===== src/sv/exhaust_flame_flicker_fsm_macros.svh =====
// ----------------------------------------------------------------------------
// exhaust flame flicker assertion macros
// shared concurrent assertion forms, clocked on clk and disabled in rst
// ----------------------------------------------------------------------------
`ifndef EXHAUST_FLAME_FLICKER_FSM_MACROS_SVH
`define EXHAUST_FLAME_FLICKER_FSM_MACROS_SVH

// same-cycle implication
`define EFF_ASSERT_NOW(label, ante, cons, msg) \
  label: assert property (@(posedge clk) disable iff (rst) (ante) |-> (cons)) \
    else $error(msg);

// next-cycle implication
`define EFF_ASSERT_NEXT(label, ante, cons, msg) \
  label: assert property (@(posedge clk) disable iff (rst) (ante) |=> (cons)) \
    else $error(msg);

`endif


===== src/sv/eff_pkg.sv =====
// ----------------------------------------------------------------------------
// eff_pkg
// types and constants shared by the exhaust flame flicker block
// ----------------------------------------------------------------------------
`default_nettype none

package eff_pkg;

  localparam int unsigned CFG_INDEX_BITS = 3;
  localparam int unsigned CFG_DATA_BITS  = 39;
  localparam int unsigned RAND_BITS      = 16;
  localparam int unsigned PERCENT_BITS   = 7;
  localparam int unsigned FIELD_BITS     = 8;
  localparam int unsigned DRAW_BITS      = FIELD_BITS + 1;
  localparam int unsigned PRODUCT_BITS   = RAND_BITS + FIELD_BITS;

  typedef logic [CFG_INDEX_BITS-1:0] cfg_index_t;

  localparam cfg_index_t REG_POP_LEVEL      = 3'd0;
  localparam cfg_index_t REG_BRIGHT_LEVEL   = 3'd1;
  localparam cfg_index_t REG_DIM_LEVEL      = 3'd2;
  localparam cfg_index_t REG_MAX_INTENSITY  = 3'd3;
  localparam cfg_index_t REG_DIM_PROFILE    = 3'd4;
  localparam cfg_index_t REG_BRIGHT_PROFILE = 3'd5;
  localparam cfg_index_t REG_POP_PROFILE    = 3'd6;

  typedef enum logic [1:0] {
    KIND_NONE   = 2'd0,
    KIND_DIM    = 2'd1,
    KIND_BRIGHT = 2'd2,
    KIND_POP    = 2'd3
  } kind_t;

  typedef struct packed {
    logic [PERCENT_BITS-1:0] chance;
    logic [FIELD_BITS-1:0]   chg_span;
    logic [FIELD_BITS-1:0]   chg_min;
    logic [FIELD_BITS-1:0]   start_span;
    logic [FIELD_BITS-1:0]   start_min;
  } profile_t;

  typedef struct packed {
    logic  rising;
    logic  quench;
    logic  start;
    logic  drift;
    kind_t start_kind;
  } frame_dec_t;

endpackage

`default_nettype wire


===== src/sv/eff_if.sv =====
// ----------------------------------------------------------------------------
// eff_if
// valid/ready channels for frame beats and flame result beats
// ----------------------------------------------------------------------------
`default_nettype none

interface eff_in_if #(
  parameter int THROTTLE_BITS = 10
) ();
  import eff_pkg::*;

  logic                     valid;
  logic                     ready;
  logic [THROTTLE_BITS-1:0] throttle;
  logic [RAND_BITS-1:0]     rand_word;
  logic [PERCENT_BITS-1:0]  rand_percent;

  modport source (output valid, throttle, rand_word, rand_percent, input ready);
  modport sink   (input valid, throttle, rand_word, rand_percent, output ready);
endinterface

interface eff_out_if #(
  parameter int LEVEL_BITS = 8
) ();
  logic                  valid;
  logic                  ready;
  logic [LEVEL_BITS-1:0] intensity;
  logic [1:0]            flame_kind;

  modport source (output valid, intensity, flame_kind, input ready);
  modport sink   (input valid, intensity, flame_kind, output ready);
endinterface

`default_nettype wire


===== src/sv/eff_cfg.sv =====
// ----------------------------------------------------------------------------
// eff_cfg
// configuration register file: thresholds, clamp and the three flame profiles
// ----------------------------------------------------------------------------
`default_nettype none

module eff_cfg #(
  parameter int THROTTLE_BITS = 10
) (
  input  logic                                clk,
  input  logic                                rst,
  input  logic                                cfg_wr_en,
  input  eff_pkg::cfg_index_t                 cfg_index,
  input  logic [eff_pkg::CFG_DATA_BITS-1:0]   cfg_data,
  output logic [THROTTLE_BITS-1:0]            pop_level,
  output logic [THROTTLE_BITS-1:0]            bright_level,
  output logic [THROTTLE_BITS-1:0]            dim_level,
  output logic [eff_pkg::FIELD_BITS-1:0]      max_intensity,
  output eff_pkg::profile_t                   dim_profile,
  output eff_pkg::profile_t                   bright_profile,
  output eff_pkg::profile_t                   pop_profile
);
  import eff_pkg::*;

  localparam logic [THROTTLE_BITS-1:0] POP_RESET    = THROTTLE_BITS'(900);
  localparam logic [THROTTLE_BITS-1:0] BRIGHT_RESET = THROTTLE_BITS'(700);
  localparam logic [THROTTLE_BITS-1:0] DIM_RESET    = THROTTLE_BITS'(600);

  always_ff @(posedge clk) begin
    if (rst) begin
      pop_level      <= POP_RESET;
      bright_level   <= BRIGHT_RESET;
      dim_level      <= DIM_RESET;
      max_intensity  <= '1;
      dim_profile    <= '0;
      bright_profile <= '0;
      pop_profile    <= '0;
    end else if (cfg_wr_en) begin
      unique case (cfg_index)
        REG_POP_LEVEL:      pop_level      <= cfg_data[THROTTLE_BITS-1:0];
        REG_BRIGHT_LEVEL:   bright_level   <= cfg_data[THROTTLE_BITS-1:0];
        REG_DIM_LEVEL:      dim_level      <= cfg_data[THROTTLE_BITS-1:0];
        REG_MAX_INTENSITY:  max_intensity  <= cfg_data[FIELD_BITS-1:0];
        REG_DIM_PROFILE:    dim_profile    <= profile_t'(cfg_data);
        REG_BRIGHT_PROFILE: bright_profile <= profile_t'(cfg_data);
        REG_POP_PROFILE:    pop_profile    <= profile_t'(cfg_data);
        default: begin
        end
      endcase
    end
  end

endmodule

`default_nettype wire


===== src/sv/eff_frame.sv =====
// ----------------------------------------------------------------------------
// eff_frame
// next-state logic for one frame: flame decision, random draw, start and drift
// ----------------------------------------------------------------------------
`default_nettype none

module eff_frame #(
  parameter int THROTTLE_BITS = 10,
  parameter int LEVEL_BITS    = 8
) (
  input  logic [THROTTLE_BITS-1:0]           throttle,
  input  logic [eff_pkg::RAND_BITS-1:0]      rand_word,
  input  logic [eff_pkg::PERCENT_BITS-1:0]   rand_percent,
  input  eff_pkg::kind_t                     kind_now,
  input  eff_pkg::kind_t                     kind_before,
  input  logic [LEVEL_BITS-1:0]              flame_level,
  input  logic [THROTTLE_BITS-1:0]           prior_throttle,
  input  logic [THROTTLE_BITS-1:0]           pop_level,
  input  logic [THROTTLE_BITS-1:0]           bright_level,
  input  logic [THROTTLE_BITS-1:0]           dim_level,
  input  logic [eff_pkg::FIELD_BITS-1:0]     max_intensity,
  input  eff_pkg::profile_t                  dim_profile,
  input  eff_pkg::profile_t                  bright_profile,
  input  eff_pkg::profile_t                  pop_profile,
  output eff_pkg::frame_dec_t                dec,
  output eff_pkg::kind_t                     kind_now_next,
  output eff_pkg::kind_t                     kind_before_next,
  output logic [LEVEL_BITS-1:0]              flame_level_next
);
  import eff_pkg::*;

  localparam int CW = ((LEVEL_BITS > DRAW_BITS) ? LEVEL_BITS : DRAW_BITS) + 2;
  localparam logic [CW-1:0] LEVEL_MAX = CW'((1 << LEVEL_BITS) - 1);

  logic                    level_zero;
  kind_t                   sel_kind;
  profile_t                prof;
  logic [FIELD_BITS-1:0]   draw_min;
  logic [FIELD_BITS-1:0]   draw_span;
  logic [PRODUCT_BITS-1:0] product;
  logic [DRAW_BITS-1:0]    draw;
  logic [CW-1:0]           draw_w;
  logic [CW-1:0]           start_w;
  logic signed [CW-1:0]    level_s;
  logic signed [CW-1:0]    max_s;
  logic signed [CW-1:0]    rise_s;
  logic signed [CW-1:0]    fall_s;
  logic signed [CW-1:0]    nv;
  logic signed [CW-1:0]    clamped;

  assign level_zero = (flame_level == '0);

  always_comb begin
    dec            = '0;
    dec.start_kind = KIND_NONE;
    dec.rising     = (throttle > prior_throttle);
    if (dec.rising) begin
      dec.quench = 1'b1;
    end else if (kind_before == KIND_POP && level_zero) begin
      dec.start      = 1'b1;
      dec.start_kind = (throttle >= pop_level) ? KIND_POP : KIND_BRIGHT;
    end else if (kind_now != KIND_NONE) begin
      if (level_zero) begin
        dec.quench = 1'b1;
      end else begin
        dec.drift = 1'b1;
      end
    end else if (throttle >= pop_level) begin
      dec.start      = 1'b1;
      dec.start_kind = KIND_POP;
    end else if (prior_throttle >= bright_level && throttle != prior_throttle) begin
      dec.start      = 1'b1;
      dec.start_kind = KIND_BRIGHT;
    end else if (prior_throttle >= dim_level && throttle != prior_throttle) begin
      dec.start      = 1'b1;
      dec.start_kind = KIND_DIM;
    end
  end

  // one shared draw: start fields when a flame starts, change fields otherwise
  assign sel_kind = dec.start ? dec.start_kind : kind_now;

  always_comb begin
    case (sel_kind)
      KIND_DIM:    prof = dim_profile;
      KIND_BRIGHT: prof = bright_profile;
      KIND_POP:    prof = pop_profile;
      default:     prof = '0;
    endcase
  end

  assign draw_min  = dec.start ? prof.start_min  : prof.chg_min;
  assign draw_span = dec.start ? prof.start_span : prof.chg_span;
  assign product   = rand_word * draw_span;
  assign draw      = {1'b0, draw_min} + {1'b0, product[PRODUCT_BITS-1 -: FIELD_BITS]};

  assign draw_w  = CW'(draw);
  assign start_w = (draw_w > LEVEL_MAX) ? LEVEL_MAX : draw_w;

  assign level_s = CW'(flame_level);
  assign max_s   = CW'(max_intensity);
  assign rise_s  = level_s + CW'(draw >> 1);
  assign fall_s  = level_s - draw_w;
  assign nv      = (rand_percent <= prof.chance) ? rise_s : fall_s;

  always_comb begin
    if (nv > max_s) begin
      clamped = max_s;
    end else if (nv[CW-1]) begin
      clamped = '0;
    end else begin
      clamped = nv;
    end
  end

  always_comb begin
    kind_now_next    = kind_now;
    kind_before_next = kind_before;
    flame_level_next = flame_level;
    if (dec.quench) begin
      kind_before_next = kind_now;
      kind_now_next    = KIND_NONE;
    end else if (dec.start) begin
      kind_before_next = kind_now;
      kind_now_next    = dec.start_kind;
      flame_level_next = start_w[LEVEL_BITS-1:0];
    end else if (dec.drift) begin
      flame_level_next = clamped[LEVEL_BITS-1:0];
    end
  end

endmodule

`default_nettype wire


===== src/sv/exhaust_flame_flicker_fsm.sv =====
// ----------------------------------------------------------------------------
// exhaust_flame_flicker_fsm
// exhaust flame flicker state machine, one animation frame per beat
//
//   channel    dir   beat contents
//   frame_in   in    throttle, rand_word, rand_percent
//   frame_out  out   intensity, flame_kind
//   cfg        in    cfg_wr_en, cfg_index, cfg_data (write only)
//
// one frame per cycle sustained while frame_out is ready; a beat is held in
// the input register, then its result in the result register; the flame state
// loop closes through combinational frame logic and its single 16x8 multiply
// a stalled result holds in the output register while the input register
// keeps accepting until it too is full
// rst is synchronous and restores the register reset values and no flame
// ----------------------------------------------------------------------------
`default_nettype none
`include "exhaust_flame_flicker_fsm_macros.svh"

module exhaust_flame_flicker_fsm #(
  parameter int THROTTLE_BITS = 10,
  parameter int LEVEL_BITS    = 8
) (
  input  logic                              clk,
  input  logic                              rst,
  eff_in_if.sink                            frame_in,
  eff_out_if.source                         frame_out,
  input  logic                              cfg_wr_en,
  input  eff_pkg::cfg_index_t               cfg_index,
  input  logic [eff_pkg::CFG_DATA_BITS-1:0] cfg_data
);
  import eff_pkg::*;

  logic [THROTTLE_BITS-1:0] pop_level;
  logic [THROTTLE_BITS-1:0] bright_level;
  logic [THROTTLE_BITS-1:0] dim_level;
  logic [FIELD_BITS-1:0]    max_intensity;
  profile_t                 dim_profile;
  profile_t                 bright_profile;
  profile_t                 pop_profile;

  logic                     in_valid;
  logic [THROTTLE_BITS-1:0] thr_q;
  logic [RAND_BITS-1:0]     rnd_q;
  logic [PERCENT_BITS-1:0]  pct_q;

  kind_t                    kind_now;
  kind_t                    kind_before;
  logic [LEVEL_BITS-1:0]    flame_level;
  logic [THROTTLE_BITS-1:0] prior_throttle;

  kind_t                    kind_now_next;
  kind_t                    kind_before_next;
  logic [LEVEL_BITS-1:0]    flame_level_next;
  frame_dec_t               dec;

  logic                     out_valid;
  logic [LEVEL_BITS-1:0]    out_intensity;
  kind_t                    out_kind;
  logic                     advance;

  eff_cfg #(
    .THROTTLE_BITS (THROTTLE_BITS)
  ) u_cfg (
    .clk            (clk),
    .rst            (rst),
    .cfg_wr_en      (cfg_wr_en),
    .cfg_index      (cfg_index),
    .cfg_data       (cfg_data),
    .pop_level      (pop_level),
    .bright_level   (bright_level),
    .dim_level      (dim_level),
    .max_intensity  (max_intensity),
    .dim_profile    (dim_profile),
    .bright_profile (bright_profile),
    .pop_profile    (pop_profile)
  );

  eff_frame #(
    .THROTTLE_BITS (THROTTLE_BITS),
    .LEVEL_BITS    (LEVEL_BITS)
  ) u_frame (
    .throttle         (thr_q),
    .rand_word        (rnd_q),
    .rand_percent     (pct_q),
    .kind_now         (kind_now),
    .kind_before      (kind_before),
    .flame_level      (flame_level),
    .prior_throttle   (prior_throttle),
    .pop_level        (pop_level),
    .bright_level     (bright_level),
    .dim_level        (dim_level),
    .max_intensity    (max_intensity),
    .dim_profile      (dim_profile),
    .bright_profile   (bright_profile),
    .pop_profile      (pop_profile),
    .dec              (dec),
    .kind_now_next    (kind_now_next),
    .kind_before_next (kind_before_next),
    .flame_level_next (flame_level_next)
  );

  assign advance        = in_valid && (!out_valid || frame_out.ready);
  assign frame_in.ready = !in_valid || advance;

  // input register
  always_ff @(posedge clk) begin
    if (rst) begin
      in_valid <= 1'b0;
    end else if (frame_in.ready) begin
      in_valid <= frame_in.valid;
    end
  end

  always_ff @(posedge clk) begin
    if (frame_in.ready && frame_in.valid) begin
      thr_q <= frame_in.throttle;
      rnd_q <= frame_in.rand_word;
      pct_q <= frame_in.rand_percent;
    end
  end

  // flame state
  always_ff @(posedge clk) begin
    if (rst) begin
      kind_now       <= KIND_NONE;
      kind_before    <= KIND_NONE;
      flame_level    <= '0;
      prior_throttle <= '0;
    end else if (advance) begin
      kind_now       <= kind_now_next;
      kind_before    <= kind_before_next;
      flame_level    <= flame_level_next;
      prior_throttle <= thr_q;
    end
  end

  // result register
  always_ff @(posedge clk) begin
    if (rst) begin
      out_valid <= 1'b0;
    end else if (advance) begin
      out_valid <= 1'b1;
    end else if (frame_out.ready) begin
      out_valid <= 1'b0;
    end
  end

  always_ff @(posedge clk) begin
    if (advance) begin
      out_intensity <= flame_level_next;
      out_kind      <= kind_now_next;
    end
  end

  assign frame_out.valid      = out_valid;
  assign frame_out.intensity  = out_intensity;
  assign frame_out.flame_kind = out_kind;

  `EFF_ASSERT_NOW(a_out_matches_state, out_valid, (out_intensity == flame_level) && (out_kind == kind_now), "result beat differs from flame state")
  `EFF_ASSERT_NEXT(a_state_holds, !advance, $stable(flame_level) && $stable(kind_now) && $stable(prior_throttle), "flame state changed without a frame")
  `EFF_ASSERT_NEXT(a_rise_quenches, advance && dec.rising, kind_now == KIND_NONE, "rising throttle left a flame lit")
  `EFF_ASSERT_NOW(a_ready_when_empty, !out_valid, frame_in.ready, "input stalled with an empty result register")

endmodule

`default_nettype wire


===== src/flat_wrapper.sv =====
// flat-port wrapper written by rule: the top's interface ports become plain ports
module exhaust_flame_flicker_fsm_flat import eff_pkg::*;
#(
  parameter int THROTTLE_BITS = 10,
  parameter int LEVEL_BITS    = 8
)
  (clk, rst, cfg_wr_en, cfg_index, cfg_data, frame_in_valid, frame_in_throttle, frame_in_rand_word, frame_in_rand_percent, frame_in_ready, frame_out_valid, frame_out_intensity, frame_out_flame_kind, frame_out_ready);
  eff_in_if #(.THROTTLE_BITS(THROTTLE_BITS)) frame_in_i ();
  eff_out_if #(.LEVEL_BITS(LEVEL_BITS)) frame_out_i ();
  input  logic clk;
  input  logic rst;
  input  logic cfg_wr_en;
  input  eff_pkg::cfg_index_t cfg_index;
  input  logic [eff_pkg::CFG_DATA_BITS-1:0] cfg_data;
  input wire logic [$bits(frame_in_i.valid)-1:0] frame_in_valid;
  input wire logic [$bits(frame_in_i.throttle)-1:0] frame_in_throttle;
  input wire logic [$bits(frame_in_i.rand_word)-1:0] frame_in_rand_word;
  input wire logic [$bits(frame_in_i.rand_percent)-1:0] frame_in_rand_percent;
  output wire logic [$bits(frame_in_i.ready)-1:0] frame_in_ready;
  output wire logic [$bits(frame_out_i.valid)-1:0] frame_out_valid;
  output wire logic [$bits(frame_out_i.intensity)-1:0] frame_out_intensity;
  output wire logic [$bits(frame_out_i.flame_kind)-1:0] frame_out_flame_kind;
  input wire logic [$bits(frame_out_i.ready)-1:0] frame_out_ready;
  assign frame_in_i.valid = frame_in_valid;
  assign frame_in_i.throttle = frame_in_throttle;
  assign frame_in_i.rand_word = frame_in_rand_word;
  assign frame_in_i.rand_percent = frame_in_rand_percent;
  assign frame_in_ready = frame_in_i.ready;
  assign frame_out_valid = frame_out_i.valid;
  assign frame_out_intensity = frame_out_i.intensity;
  assign frame_out_flame_kind = frame_out_i.flame_kind;
  assign frame_out_i.ready = frame_out_ready;
  exhaust_flame_flicker_fsm #(.THROTTLE_BITS(THROTTLE_BITS), .LEVEL_BITS(LEVEL_BITS)) u_core (.clk(clk), .rst(rst), .frame_in(frame_in_i), .frame_out(frame_out_i), .cfg_wr_en(cfg_wr_en), .cfg_index(cfg_index), .cfg_data(cfg_data));
endmodule

===== config.mk =====
export PLATFORM = sky130hd
export DESIGN_NAME = exhaust_flame_flicker_fsm_flat
export DESIGN_NICKNAME = d
export VERILOG_FILES = /design/src/sv/eff_pkg.sv /design/src/sv/eff_if.sv /design/src/sv/eff_cfg.sv /design/src/sv/eff_frame.sv /design/src/sv/exhaust_flame_flicker_fsm.sv /design/src/flat_wrapper.sv
export VERILOG_INCLUDE_DIRS = /design/src /design/src/sv
export SDC_FILE = /design/constraint.sdc
export NUM_CORES = 1
export LEC_CHECK = 0
export ABC_CLOCK_PERIOD_IN_PS = 11200
export BUFFER_PORTS_ARGS = -buffer_cell sky130_fd_sc_hd__buf_2
export CORE_MARGIN = 2
export CORE_UTILIZATION = 25
export CTS_CLUSTER_DIAMETER = 150
export DETAILED_ROUTE_END_ITERATION = 10
export HOLD_SLACK_MARGIN = 0.06
export RECOVER_POWER = 100
export SLEW_MARGIN = 20
export SYNTH_ARGS = -nofsm -noshare
export SYNTH_HDL_FRONTEND = slang
export SYNTH_SLANG_ARGS = --single-unit

===== constraint.sdc =====
create_clock -name clk -period 11.2 [get_ports clk]
set_clock_uncertainty 0.15 [all_clocks]
set_input_delay 2.24 -clock clk [delete_from_list [all_inputs] [get_ports clk]]
set_output_delay 2.24 -clock clk [all_outputs]
set_load 0.01 [all_outputs]

# --- Word level (Yosys, flattened, before mapping) ---
# Cells that the tools add are included.
# Widths: inputs -> output; s select.
word_totals:
  reg_bits: 222
  in_bits: 80
  elab_cells: 109
op_classes:
  add_sub_neg: 3
  n_mul: 1
  magnitude_cmp: 7
  n_eq_ne: 11
  muxes: 35
  reduce_logical: 22
ops:
  columns: ["operator", "n"]
  rows:
  - ["$pmux 39 s3", 1]
  - ["$mux 8", 8]
  - ["$ge 10x10->1", 3]
  - ["$mul 16x8->24", 1]
  - ["$add 8x8->9", 2]
  - ["$mux 1", 16]
  - ["$mux 2", 8]
  - ["$reduce_and 2->1", 8]
  - ["$gt 11x9->1", 1]
  - ["$mux 11", 1]
  - ["$gt 10x10->1", 1]
  - ["$ne 10x10->1", 1]
  - ["$sub 8x9->10", 1]
  - ["$eq 3x3->1 const B", 3]
  - ["$gt 9x8->1 const B", 1]
  - ["$logic_not 8->1", 1]
  - ["$le 7x7->1", 1]
  - ["$eq 2x2->1 const B", 3]
  - ["$eq 3x2->1 const B", 2]
  - ["$reduce_bool 2->1", 3]
  - ["$logic_and 1x1->1", 5]
  - ["$mux 4", 1]
  - ["$eq 3x1->1 const B", 1]
  - ["$logic_not 3->1", 1]
  - ["3 further kinds", 5]

# --- Logic depth before layout (Yosys ltp) ---
# Gate-level depths: netlist of the first run.
depth:
  word_depth: 21
  depth_mapped: 61

# --- Cells and area by module ---
# From an unflattened synthesis of the first run, not the netlist that was laid out.
unflattened:
  hier_cells: 1715
  hier_area_um2: 16027.9
by_module_without_submodules:
  columns: ["module", "instances", "cells_each", "area_per_inst_um2", "seq_area_each_um2"]
  rows:
  - ["eff_frame", 1, 998, 7468.4, 0.0]
  - ["eff_cfg", 1, 568, 6173.4, 3103.0]
  - ["exhaust_flame_flicker_fsm", 1, 149, 2386.0, 1771.7]

# --- Worst setup path after synthesis of the first run ---
# No wires, ideal clock.
synth_path:
  kind: "register to register"
  startpoint: "reg u_core.thr_q[0]"
  endpoint: "reg u_core.out_intensity[5] (netlist: u_core.frame_out.intensity[5]) (data pin)"
  arrival_ps: 11025
  required_ps: 10779
  slack_ps: -245
  path_stages_with_launch: 54
  path_buffers: 6
  period_less_slack_ps: 11445
  path_cell_list: "edfxtp_1 > inv_1 > ha_1 > nand2b_4 > a211oi_2 > nor3_1 > or4_1 > buf_2 > o311a_4 > or2_4 > buf_6 > and2_1 > buf_2 > buf_2 > a211oi_1 > a21oi_1 > buf_2 > and2_1 > [18 not listed] > fa_1 > inv_1 > ha_1 > fa_1 > mux2_2 > ha_1 > nor2b_1 > o21a_1 > o21a_1 > o21a_1 > o21a_1 > o211ai_1 > a21o_1 > o211a_1 > clkbuf_1 > inv_1 > o211ai_1 > a22oi_1"
synth_between:
  elab_chain_len: 21
  word_cells_on_any_way: 39
  classes_between: "3 x add/sub; 1 x mul; 5 x order compare; 4 x eq/ne; 24 x mux; 2 x reduce/logical"
synth_rtl:
  columns: ["item", "line", "rtl"]
  rows:
  - ["from (decl)", "exhaust_flame_flicker_fsm.sv:43", "logic [THROTTLE_BITS-1:0] thr_q;"]
  - ["from (signal assigned)", "exhaust_flame_flicker_fsm.sv:117", "thr_q <= frame_in.throttle;"]
  - ["branches (longest 20 deep; another with $mul 16x8->24)", null, null]
  - ["$mux 8 *", "eff_frame.sv:120", "if (dec.quench) begin"]
  - ["net u_core.flame_level_next[5]", "exhaust_flame_flicker_fsm.sv:54", "logic [LEVEL_BITS-1:0] flame_level_next;"]
  - ["to (signal assigned)", "exhaust_flame_flicker_fsm.sv:151", "out_intensity <= flame_level_next;"]
  - ["to (decl)", "exhaust_flame_flicker_fsm.sv:58", "logic [LEVEL_BITS-1:0] out_intensity;"]
# Mark *: on every way through the listed nets, which the timed path passes.
# A chain may end at the register's enable or synchronous reset.

# --- Worst setup path after layout of the first run ---
layout_path:
  startpoint: "reg u_core.thr_q[0]"
  endpoint: "reg u_core.out_intensity[0] (netlist: u_core.frame_out.intensity[0]) (data pin)"
# Same word-level chain as after synthesis.

==> metrics.txt, run 1 <==
Net Sw Frac 0.310; boundary pin count 92; DPL Wire Length 32,600 um; minimum clock period 11.08 ns; Hold WS 0.305 ns; Antenna Nets Post-Route 0; Chip Width 250 um; P_int 1.67 mW; Worst-Skew Late Latency 0.56 ns; R2R depth 49; sequential power share 0.358; DR WL/cell 16.0 um; drt first pass iters 6; YS warnings 0; Crit. End Element flip-flop; Die H 250 um; largest cells by area after synthesis dfxtp_1 24%, fa_1 11%, nand2_1 11%; nets@finish 2,326; commonest register cell after synthesis dfxtp_1; Crit path required time 11.44 ns; Arrival @ worst endpoint 11.32 ns; H-tree levels 1; Hold Buf Count CTS 0; Comb pwr share 0.292; Port Buffers 91; sequential area share after synthesis 0.322; die area 62,500 sq um; first-pass GRT wire length 70,800 um; Max Cap Viol 1; routed vias/inst 4.75; area delta synth->final 26.1%; Post-synth EDFFs 43; Peak VDD IR 0.101 mV; max-slew violation count 83; critical path class reg -> reg; Synth Instances 1,844; Total GRT Usage 0.140; NetSw 751 uW; # rows 90; Worst setup SP type flip-flop; CTS tree yes; Yosys reg bits 222; failing checks max-capacitance violations, max-slew violations; final worst-path cycle share 0.989; Routability Congestion 0.890; clk slew on worst S/H paths 0.06 ns; initial core utilization 0.251; syn avg cell area 8.20 sq um; Fin. Hold Viols 0; initial antenna violation count 2; Clock Tree Root clkbuf_16; Fillers 6,296; placed cells 2,765; share of layout cells above drive strength 1 0.202; starting DRC count in detailed routing 836; fin cells 2,839; CTS Buf Count 25; Largest stage delay, worst path 0.54 ns; area occupied by multi-input gates 9830 sq um; number of library cell types mapped by synthesis 69; Post-Synthesis Cell Area 15,100 sq um; worst min-delay path category reg -> reg; clock share of power 0.350; Hold Path Depth 2; ys async rst share 0; DRC violations left 0; final setup TNS 0 ns; largest net degree at the start of global routing 99; syn nets 2,130; top post-synthesis cells by count 434 x nand2_1, 264 x a21oi_1, 179 x dfxtp_1; WL final 45,500 um; cell mode on critical path fa_1; CTS Buffer Depth 3; Worst-Margin Slew 3.69 ns; Pwr Density 127 nW/um^2; core area 60,100 sq um; n_diodes 0; area share of the largest cell type after synthesis 0.237; most numerous cell in the Yosys netlist nand2_1; static leakage 8.01 nW; fin util 0.317; leading area contributor after synthesis dfxtp_1; Rel. slew slack -1.46; setup violators final 0; clk sinks 222; flop2flop setup slack 0.12 ns; unrepaired setup endpoints after global routing yes; number of global-route vias before repair 13,300; register area 4870 sq um; total congestion overflow 0; CP max stage cell fa_1; critical path peak fanout 6; outcome complete, but fails checks; Fmax achieved 90.3 MHz; via count 13,500
==> layer usage <==
| metal | track usage | wire length [um] | up-vias |
|---|---|---|---|
| met5 | 0 | 23 | - |
| met2 | 0.242 | 21900 | 342 |
| met3 | 0.0163 | 2070 | 71 |
| met1 | 0.184 | 20400 | 6530 |
| met4 | 0.0385 | 1040 | 4 |
| li1 | - | - | 6530 |
==> power groups by stage <==
| stage | registers, mW | clock network (mW) | logic [mW] |
|---|---|---|---|
| after detailed placement | 0.884 | 0 | 0.625 |
| after floorplan | 0.876 | 0 | 0.387 |
| after global placement | 0.884 | 0 | 0.614 |
| after global routing | 0.870 | 0.896 | 0.783 |
| final | 0.867 | 0.848 | 0.706 |
| after CTS | 0.867 | 0.867 | 0.665 |
==> cells by family (layout without fill, tap and decap cells) <==
family / Yosys count / count (layout) / synth area share
and+or+nand+nor: 700 / 701 / 0.210
buffers and inverters: 261 / 472 / 0.0664
muxes: 7 / 7 / 0.00472
DFF: 222 / 222 / 0.322
xor gates and xnor gates: 23 / 23 / 0.0133
AOI/OAI and AO/OA: 425 / 426 / 0.170
adders and majority gates: 206 / 206 / 0.213
==> per-stage QoR <==
stage / setup slack [ns] / instance area (sq um) / power, mW
after floorplan: 0.00752 / 15200 / 1.26
after global placement: -0.374 / 17400 / 1.50
after detailed placement: -0.537 / 17400 / 1.51
after CTS: 0.00162 / 18500 / 2.40
after global routing: -0.472 / 19100 / 2.55
final: 0.121 / 19100 / 2.42
==> cell type report <==
cell class,count,share of cell area
timing repair buffer,256,0.0985
clock buffer,38,0.0402
sequential,222,0.256
multi-input combinational,1363,0.516
clock inverter,6,0.00440
inverter,172,0.0340
tap,782,0.0513
==> repair_timing <==
item,4_1_cts,5_1_grt
cloned,1,2
pin swaps,29,91
setup endpoints to repair,16,16
resized for setup,37,98
setup buffers,6,22
==> path summary, 6_finish.rpt <==
kind,startpoint,to
setup / recovery,u_core.thr_q[0],u_core.frame_out.intensity[0]
hold / removal,u_core.u_cfg.pop_profile[33],u_core.u_cfg.pop_profile[33]
setup reg to reg,u_core.thr_q[0],u_core.frame_out.intensity[0]
hold reg to reg,u_core.u_cfg.pop_profile[33],u_core.u_cfg.pop_profile[33]
==> registers in the layout, indices dropped and copies added, names as in the netlist, 7 cells and up <==
name	count
u_core.thr_q	10
u_core.u_cfg.dim_level	10
u_core.frame_out.intensity	8
u_core.flame_level	8
u_core.rnd_q	16
u_core.u_cfg.dim_profile	39
u_core.u_cfg.bright_profile	39
u_core.u_cfg.bright_level	10
u_core.u_cfg.pop_profile	39
u_core.prior_throttle	10
u_core.pct_q	7
u_core.u_cfg.pop_level	10
u_core.u_cfg.max_intensity	8
==> critical path: cells and delay by family, from the launching register on <==
family | cells | cell delay [ns]
AND/OR/NAND/NOR | 10 | 1.82
adder cells (fa/ha/maj) | 9 | 3.57
AO/OA/AOI/OAI | 17 | 3.33
XOR/XNOR | 1 | 0.17
multiplexers | 1 | 0.20
flip-flops | 1 | 0.41
buffers and inverters | 11 | 1.22
==> layout by cell type, fill, tap and decap left out, types with 6 or more instances in the layout <==
cell type,Yosys,layout
ha_4,0,11
buf_12,0,10
nor3_1,16,14
a21oi_1,264,233
a211o_1,17,17
buf_6,1,9
o211ai_1,13,13
a21o_1,17,16
nor2_1,52,49
and2_4,0,11
ha_1,120,107
and2_1,74,63
nand3_1,15,15
inv_2,0,8
buf_2,13,86
nand4_1,11,11
clkbuf_1,65,11
o21ai_0,31,22
nand3b_1,13,13
fa_1,86,84
buf_4,0,142
xnor2_1,17,13
nand2b_1,15,15
inv_1,171,162
o21ai_1,1,6
dfxtp_1,179,179
nor2b_1,38,38
mux2i_1,6,6
o21bai_1,8,7
a211oi_1,21,15
a21oi_2,1,29
o21a_1,10,10
edfxtp_1,43,43
nand2_1,434,427
clkbuf_16,0,28
No activity file was read; power rests on OpenSTA's default activity.
==> run 2: changes to the inputs <==
--- a/config.mk
+++ b/config.mk
@@ -14,6 +14,7 @@
 export DETAILED_ROUTE_END_ITERATION = 10
 export HOLD_SLACK_MARGIN = 0.06
 export RECOVER_POWER = 100
+export REMOVE_ABC_BUFFERS = 1
 export SLEW_MARGIN = 20
 export SYNTH_ARGS = -nofsm -noshare
 export SYNTH_HDL_FRONTEND = slang
==> metrics.txt, run 2 (synthesis results as in run 1) <==
CTS Buf Count 26 (was 25); failing checks negative setup slack (was max-capacitance violations, max-slew violations); Arrival @ worst endpoint 11.56 ns (was 11.32 ns); Rel. slew slack 0.239 (was -1.46); CTS tree yes (unchanged); routed vias/inst 4.73 (was 4.75); Worst-Margin Slew 1.14 ns (was 3.69 ns); Crit path required time 11.50 ns (was 11.44 ns); outcome complete, but fails checks (unchanged); setup violators final 9 (was 0); initial core utilization 0.251 (unchanged); Hold WS 0.303 ns (was 0.305 ns); most frequent cells in the layout 432 x nand2_1, 235 x a21oi_1, 179 x dfxtp_1, 162 x buf_4, 158 x inv_1 (was 427 x nand2_1, 233 x a21oi_1, 179 x dfxtp_1, 162 x inv_1, 142 x buf_4); Crit. End Element flip-flop (unchanged); total power draw 2.52 mW (was 2.42 mW); area delta synth->final 28.0% (was 26.1%); critical path startpoint u_core.thr_q[1] (was u_core.thr_q[0]); worst min-delay path category reg -> reg (unchanged); Peak VDD IR 0.0787 mV (was 0.101 mV); HP Start u_core.u_cfg.pop_profile[15] (was u_core.u_cfg.pop_profile[33]); largest net degree at the start of global routing 118 (was 99); flop2flop setup slack -0.06 ns (was 0.12 ns); number of global-route vias before repair 13,400 (was 13,300); WL final 46,000 um (was 45,500 um); unrepaired setup endpoints after global routing yes (unchanged); clk slew on worst S/H paths 0.06 ns (about the same); Die H 250 um (unchanged); final setup TNS -0.267 ns (was 0 ns); via count 13,600 (was 13,500); first-pass GRT wire length 71,800 um (was 70,800 um); H-tree levels 1 (unchanged); clk sinks 222 (unchanged); die area 62,500 sq um (unchanged); max-slew violation count 0 (was 83); Fin. Hold Viols 0 (unchanged); Worst-Skew Late Latency 0.56 ns (about the same); DRC violations left 0 (unchanged); critical path class reg -> reg (unchanged); CP max stage cell fa_1 (unchanged); Total GRT Usage 0.142 (was 0.140); Max Cap Viol 0 (was 1); biggest regs u_core.u_cfg.bright_profile (39), u_core.u_cfg.dim_profile (39), u_core.u_cfg.pop_profile (39) (unchanged); critical path peak fanout 7 (was 6); fin util 0.322 (was 0.317); Port Buffers 91 (unchanged); Pwr Density 130 nW/um^2 (was 127 nW/um^2); DPL Wire Length 32,500 um (was 32,600 um); boundary pin count 92 (unchanged); DR WL/cell 16.1 um (was 16.0 um); Worst R2R Start u_core.thr_q[1] (was u_core.thr_q[0]); commonest non-fill, non-tap cell in the layout nand2_1 (unchanged); minimum clock period 11.26 ns (was 11.08 ns); core area 60,100 sq um (unchanged); share of layout cells above drive strength 1 0.219 (was 0.202); Fmax achieved 88.8 MHz (was 90.3 MHz); Antenna Nets Post-Route 0 (unchanged); worst setup margin -0.0553 ns (was 0.121 ns); R2R depth 48 (was 49); nets@finish 2,345 (was 2,326); drt first pass iters 5 (was 6); fin cells 2,864 (was 2,839); Routability Congestion 0.886 (was 0.890); initial antenna violation count 8 (was 2); Worst setup SP type flip-flop (unchanged); Clock Tree Root clkbuf_16 (unchanged); Worst setup endpoint u_core.flame_level[0] (was u_core.frame_out.intensity[0]); # rows 90 (unchanged); Hold Buf Count CTS 0 (unchanged); placed cells 2,764 (was 2,765); Chip Width 250 um (unchanged); starting DRC count in detailed routing 844 (was 836); static leakage 8.16 nW (was 8.01 nW); final worst-path cycle share 1.00 (was 0.989); Largest stage delay, worst path 0.57 ns (was 0.54 ns); RR Endpoint u_core.flame_level[0] (was u_core.frame_out.intensity[0]); CTS Buffer Depth 3 (unchanged); total congestion overflow 0 (unchanged)
-- run 2: how the worst min path moves through the flow --
stage	to	slack [ns]	cells after the start
2_1_floorplan	u_core.u_cfg.pop_profile[24]	0.28	2
3_3_place_gp	u_core.u_cfg.pop_profile[15]	0.29	2
3_5_place_dp	u_core.u_cfg.dim_profile[3]	0.30	2
4_1_cts	u_core.u_cfg.dim_profile[3]	0.31	2
5_1_grt	u_core.u_cfg.dim_profile[3]	0.32	2
6_report	u_core.u_cfg.pop_profile[15]	0.30	2
-- run 2: worst max-delay path, delay by kind of cell (launching register included) --
kind	cells	cell delay, ns
AOI/OAI and AO/OA	18	3.31
xor gates and xnor gates	1	0.18
adders and majority gates	11	4.31
buffers and inverters	7	0.58
DFF	1	0.43
muxes	2	0.50
and+or+nand+nor	9	1.69
-- run 2: metal layers --
metal / wire length, um / up-vias / track usage
met5: 66 / - / 0
met4: 1060 / 10 / 0.0352
met3: 2210 / 68 / 0.0219
met2: 22900 / 331 / 0.251
met1: 19800 / 6565 / 0.179
li1: - / 6580 / -
-- run 2: what timing repair did --
item                       4_1_cts  5_1_grt
cloned                           3        1
gates resized for setup         63       91
pin swaps                       36       97
setup endpoints to repair       16       16
buffers inserted                24       21
-- run 2: power by group --
part	leakage [nW]	total, mW	internal (mW)	switching, mW
sequential	1.87	0.867	0.843	0.0235
clock	0.447	0.877	0.523	0.354
combinational	5.84	0.774	0.372	0.402
-- run 2: stage by stage --
stage | cell area [sq um] | setup slack [ns]
2_1_floorplan | 14800 | -1.30
3_3_place_gp | 17300 | -0.518
3_5_place_dp | 17300 | -0.775
4_1_cts | 18700 | 0.00235
5_1_grt | 19400 | -0.515
6_report | 19400 | -0.0553
-- run 2: cell type report --
cell class	count	area (sq um)
fillers	6271	40800
inverters	172	648
diodes	3	7.51
well taps	782	978
multi-input cells	1362	9910
repair buffers	275	2030
clock buffers	40	848
clock inverters	8	53.8
flip-flops and latches	222	4870
==> run 3: changes to the inputs <==
--- a/config.mk
+++ b/config.mk
@@ -18,4 +18,5 @@
 export SLEW_MARGIN = 20
 export SYNTH_ARGS = -nofsm -noshare
 export SYNTH_HDL_FRONTEND = slang
+export SYNTH_HIERARCHICAL = 1
 export SYNTH_SLANG_ARGS = --single-unit
==> metrics.txt, run 3 <==
outcome finished, final reports clean (was complete, but fails checks); area delta synth->final 25.2% (was 28.0%); clk sinks 222 (unchanged); DRC violations left 0 (unchanged); largest net degree at the start of global routing 161 (was 118); clock share of power 0.388 (was 0.348); Largest stage delay, worst path 0.56 ns (was 0.57 ns); worst min-delay path category reg -> reg (unchanged); most frequent cells in the layout 222 x nand2b_1, 183 x mux2i_1, 179 x dfxtp_1, 168 x inv_1, 135 x nand2_1 (was 432 x nand2_1, 235 x a21oi_1, 179 x dfxtp_1, 162 x buf_4, 158 x inv_1); sequential power share 0.333 (was 0.344); final worst-path cycle share 0.976 (was 1.00); Crit. End Element flip-flop (unchanged); unrepaired setup endpoints after global routing yes (unchanged); starting DRC count in detailed routing 664 (was 844); n_diodes 0 (was 3); max-slew violation count 0 (unchanged); Clock Tree Root clkbuf_16 (unchanged); initial antenna violation count 1 (was 8); area occupied by multi-input gates 10,800 sq um (was 9910 sq um); CTS Buf Count 30 (was 26); HP Start u_core/u_cfg/pop_profile[32] (was u_core.u_cfg.pop_profile[15]); CTS Buffer Depth 3 (unchanged); nets@finish 2,175 (was 2,345); Fillers 6,441 (was 6,271); DR WL/cell 16.6 um (was 16.1 um); share of layout cells above drive strength 1 0.220 (was 0.219); YS warnings 6 (was 0); minimum clock period 10.93 ns (was 11.26 ns); WL final 45,800 um (was 46,000 um); Crit path required time 11.36 ns (was 11.50 ns); Port Buffers 91 (unchanged); # rows 92 (was 90); setup violators final 0 (was 9); flop2flop setup slack 0.27 ns (was -0.06 ns); clk slew on worst S/H paths 0.06 ns (about the same); Pwr Density 129 nW/um^2 (was 130 nW/um^2); NetSw 802 uW (was 779 uW); Arrival @ worst endpoint 11.09 ns (was 11.56 ns); Hold EP u_core/u_cfg/pop_profile[32] (was u_core.u_cfg.pop_profile[15]); drt first pass iters 4 (was 5); Peak VDD IR 0.0932 mV (was 0.0787 mV); cell mode on critical path inv_1; critical path class reg -> reg (unchanged); Rel. slew slack 0.278 (was 0.239); Hold Buf Count CTS 0 (unchanged); register area 4870 sq um (unchanged); CP max stage cell fa_1 (unchanged); RR Endpoint u_core/frame_out.intensity[1] (was u_core.flame_level[0]); Hold WS 0.322 ns (was 0.303 ns); Chip Width 257 um (was 250 um); critical path peak fanout 10 (was 7); total power draw 2.59 mW (was 2.52 mW); routed vias/inst 4.55 (was 4.73); Post-Synthesis Cell Area 16,000 sq um (was 15,100 sq um); commonest non-fill, non-tap cell in the layout nand2b_1 (was nand2_1); Synth Instances 1,714 (was 1,844); static leakage 9.03 nW (was 8.16 nW); Hold Path Depth 2 (unchanged); core area 63,200 sq um (was 60,100 sq um); Worst-Margin Slew 1.07 ns (was 1.14 ns); boundary pin count 92 (unchanged); Net Sw Frac 0.310 (about the same); total congestion overflow 0 (unchanged); Max Cap Viol 0 (unchanged); biggest regs u_core/u_cfg/bright_profile (39), u_core/u_cfg/dim_profile (39), u_core/u_cfg/pop_profile (39) (was u_core.u_cfg.bright_profile (39), u_core.u_cfg.dim_profile (39), u_core.u_cfg.pop_profile (39)); Fmax achieved 91.5 MHz (was 88.8 MHz); H-tree levels 1 (unchanged); via count 12,500 (was 13,600); Total GRT Usage 0.134 (was 0.142); Worst setup SP type flip-flop (unchanged); Worst R2R Start u_core/thr_q[6] (was u_core.thr_q[1]); initial core utilization 0.254 (was 0.251); DPL Wire Length 32,600 um (was 32,500 um); Fin. Hold Viols 0 (unchanged); Routability Congestion 0.872 (was 0.886); R2R depth 52 (was 48); syn avg cell area 9.35 sq um (was 8.20 sq um); first-pass GRT wire length 71,600 um (was 71,800 um); Comb pwr share 0.279 (was 0.307); P_int 1.79 mW (was 1.74 mW); CTS tree yes (unchanged); die area 66,100 sq um (was 62,500 sq um); number of global-route vias before repair 13,300 (was 13,400); Die H 257 um (was 250 um); Antenna Nets Post-Route 0 (unchanged); Worst-Skew Late Latency 0.61 ns (was 0.56 ns)
-- run 3: area by class of cell --
class,instances,share of cell area
Clock inverter,10,0.00593
Multi-Input combinational cell,1235,0.540
Clock buffer,44,0.0472
Inverter,177,0.0331
Tap cell,846,0.0528
Timing Repair Buffer,223,0.0777
Sequential cell,222,0.243
-- run 3: how the worst max path moves through the flow --
stage                                          to  slack, ns                    startpoint  cells past startpoint
finish              u_core/frame_out.intensity[1]       0.27               u_core/thr_q[6]                     52
global route                u_core/flame_level[1]      -0.24               u_core/thr_q[2]                     54
CTS                 u_core/frame_out.intensity[1]      0.005               u_core/thr_q[5]                     56
detailed placement          u_core/flame_level[1]      -0.50      u_core/prior_throttle[7]                     53
global placement            u_core/flame_level[1]      -0.44               u_core/thr_q[4]                     49
floorplan                   u_core/flame_level[0]      -0.07  u_core/u_cfg/bright_level[7]                     49
-- run 3: power groups by stage --
| stage | combinational, mW | clock [mW] | sequential (mW) |
|---|---|---|---|
| 2_1_floorplan | 0.368 | 0 | 0.871 |
| 3_3_place_gp | 0.598 | 0 | 0.878 |
| 3_5_place_dp | 0.608 | 0 | 0.879 |
| 4_1_cts | 0.634 | 1.04 | 0.862 |
| 5_1_grt | 0.799 | 1.06 | 0.865 |
| 6_report | 0.724 | 1.01 | 0.863 |
-- run 3: routing by layer --
metal,GRT usage,part of all wire
met1,0.176,0.45
met2,0.226,0.48
met3,0.0209,0.041
met4,0.0422,0.029
met5,0,0
-- run 3: timing repair --
item | in CTS | in global routing
gates cloned | 0 | 2
buffers inserted | 1 | 26
pin swaps | 6 | 77
setup endpoints to repair | 16 | 16
resized for setup | 29 | 138
-- run 3: per-stage QoR --
step	instances	setup TNS, ns	instance area (sq um)	setup WS, ns	util
after floorplan	1632	-0.0708	15600	-0.0708	-
after CTS	2731	0	19200	0.00454	0.304
after detailed placement	2676	-5.93	18000	-0.499	0.285
after global placement	2676	-4.93	18000	-0.436	0.285
final	2757	0	20100	0.273	0.317
after global routing	2757	-3.07	20100	-0.242	0.317
-- run 3: critical path, delay by kind of cell (launching register included) --
family / cells / cell delay, ns
compound gates: 21 / 3.27
xor+xnor: 3 / 0.50
fa+ha+maj: 9 / 3.59
buf+inv: 10 / 1.13
flops: 1 / 0.43
mux: 1 / 0.22
simple gates: 8 / 1.35
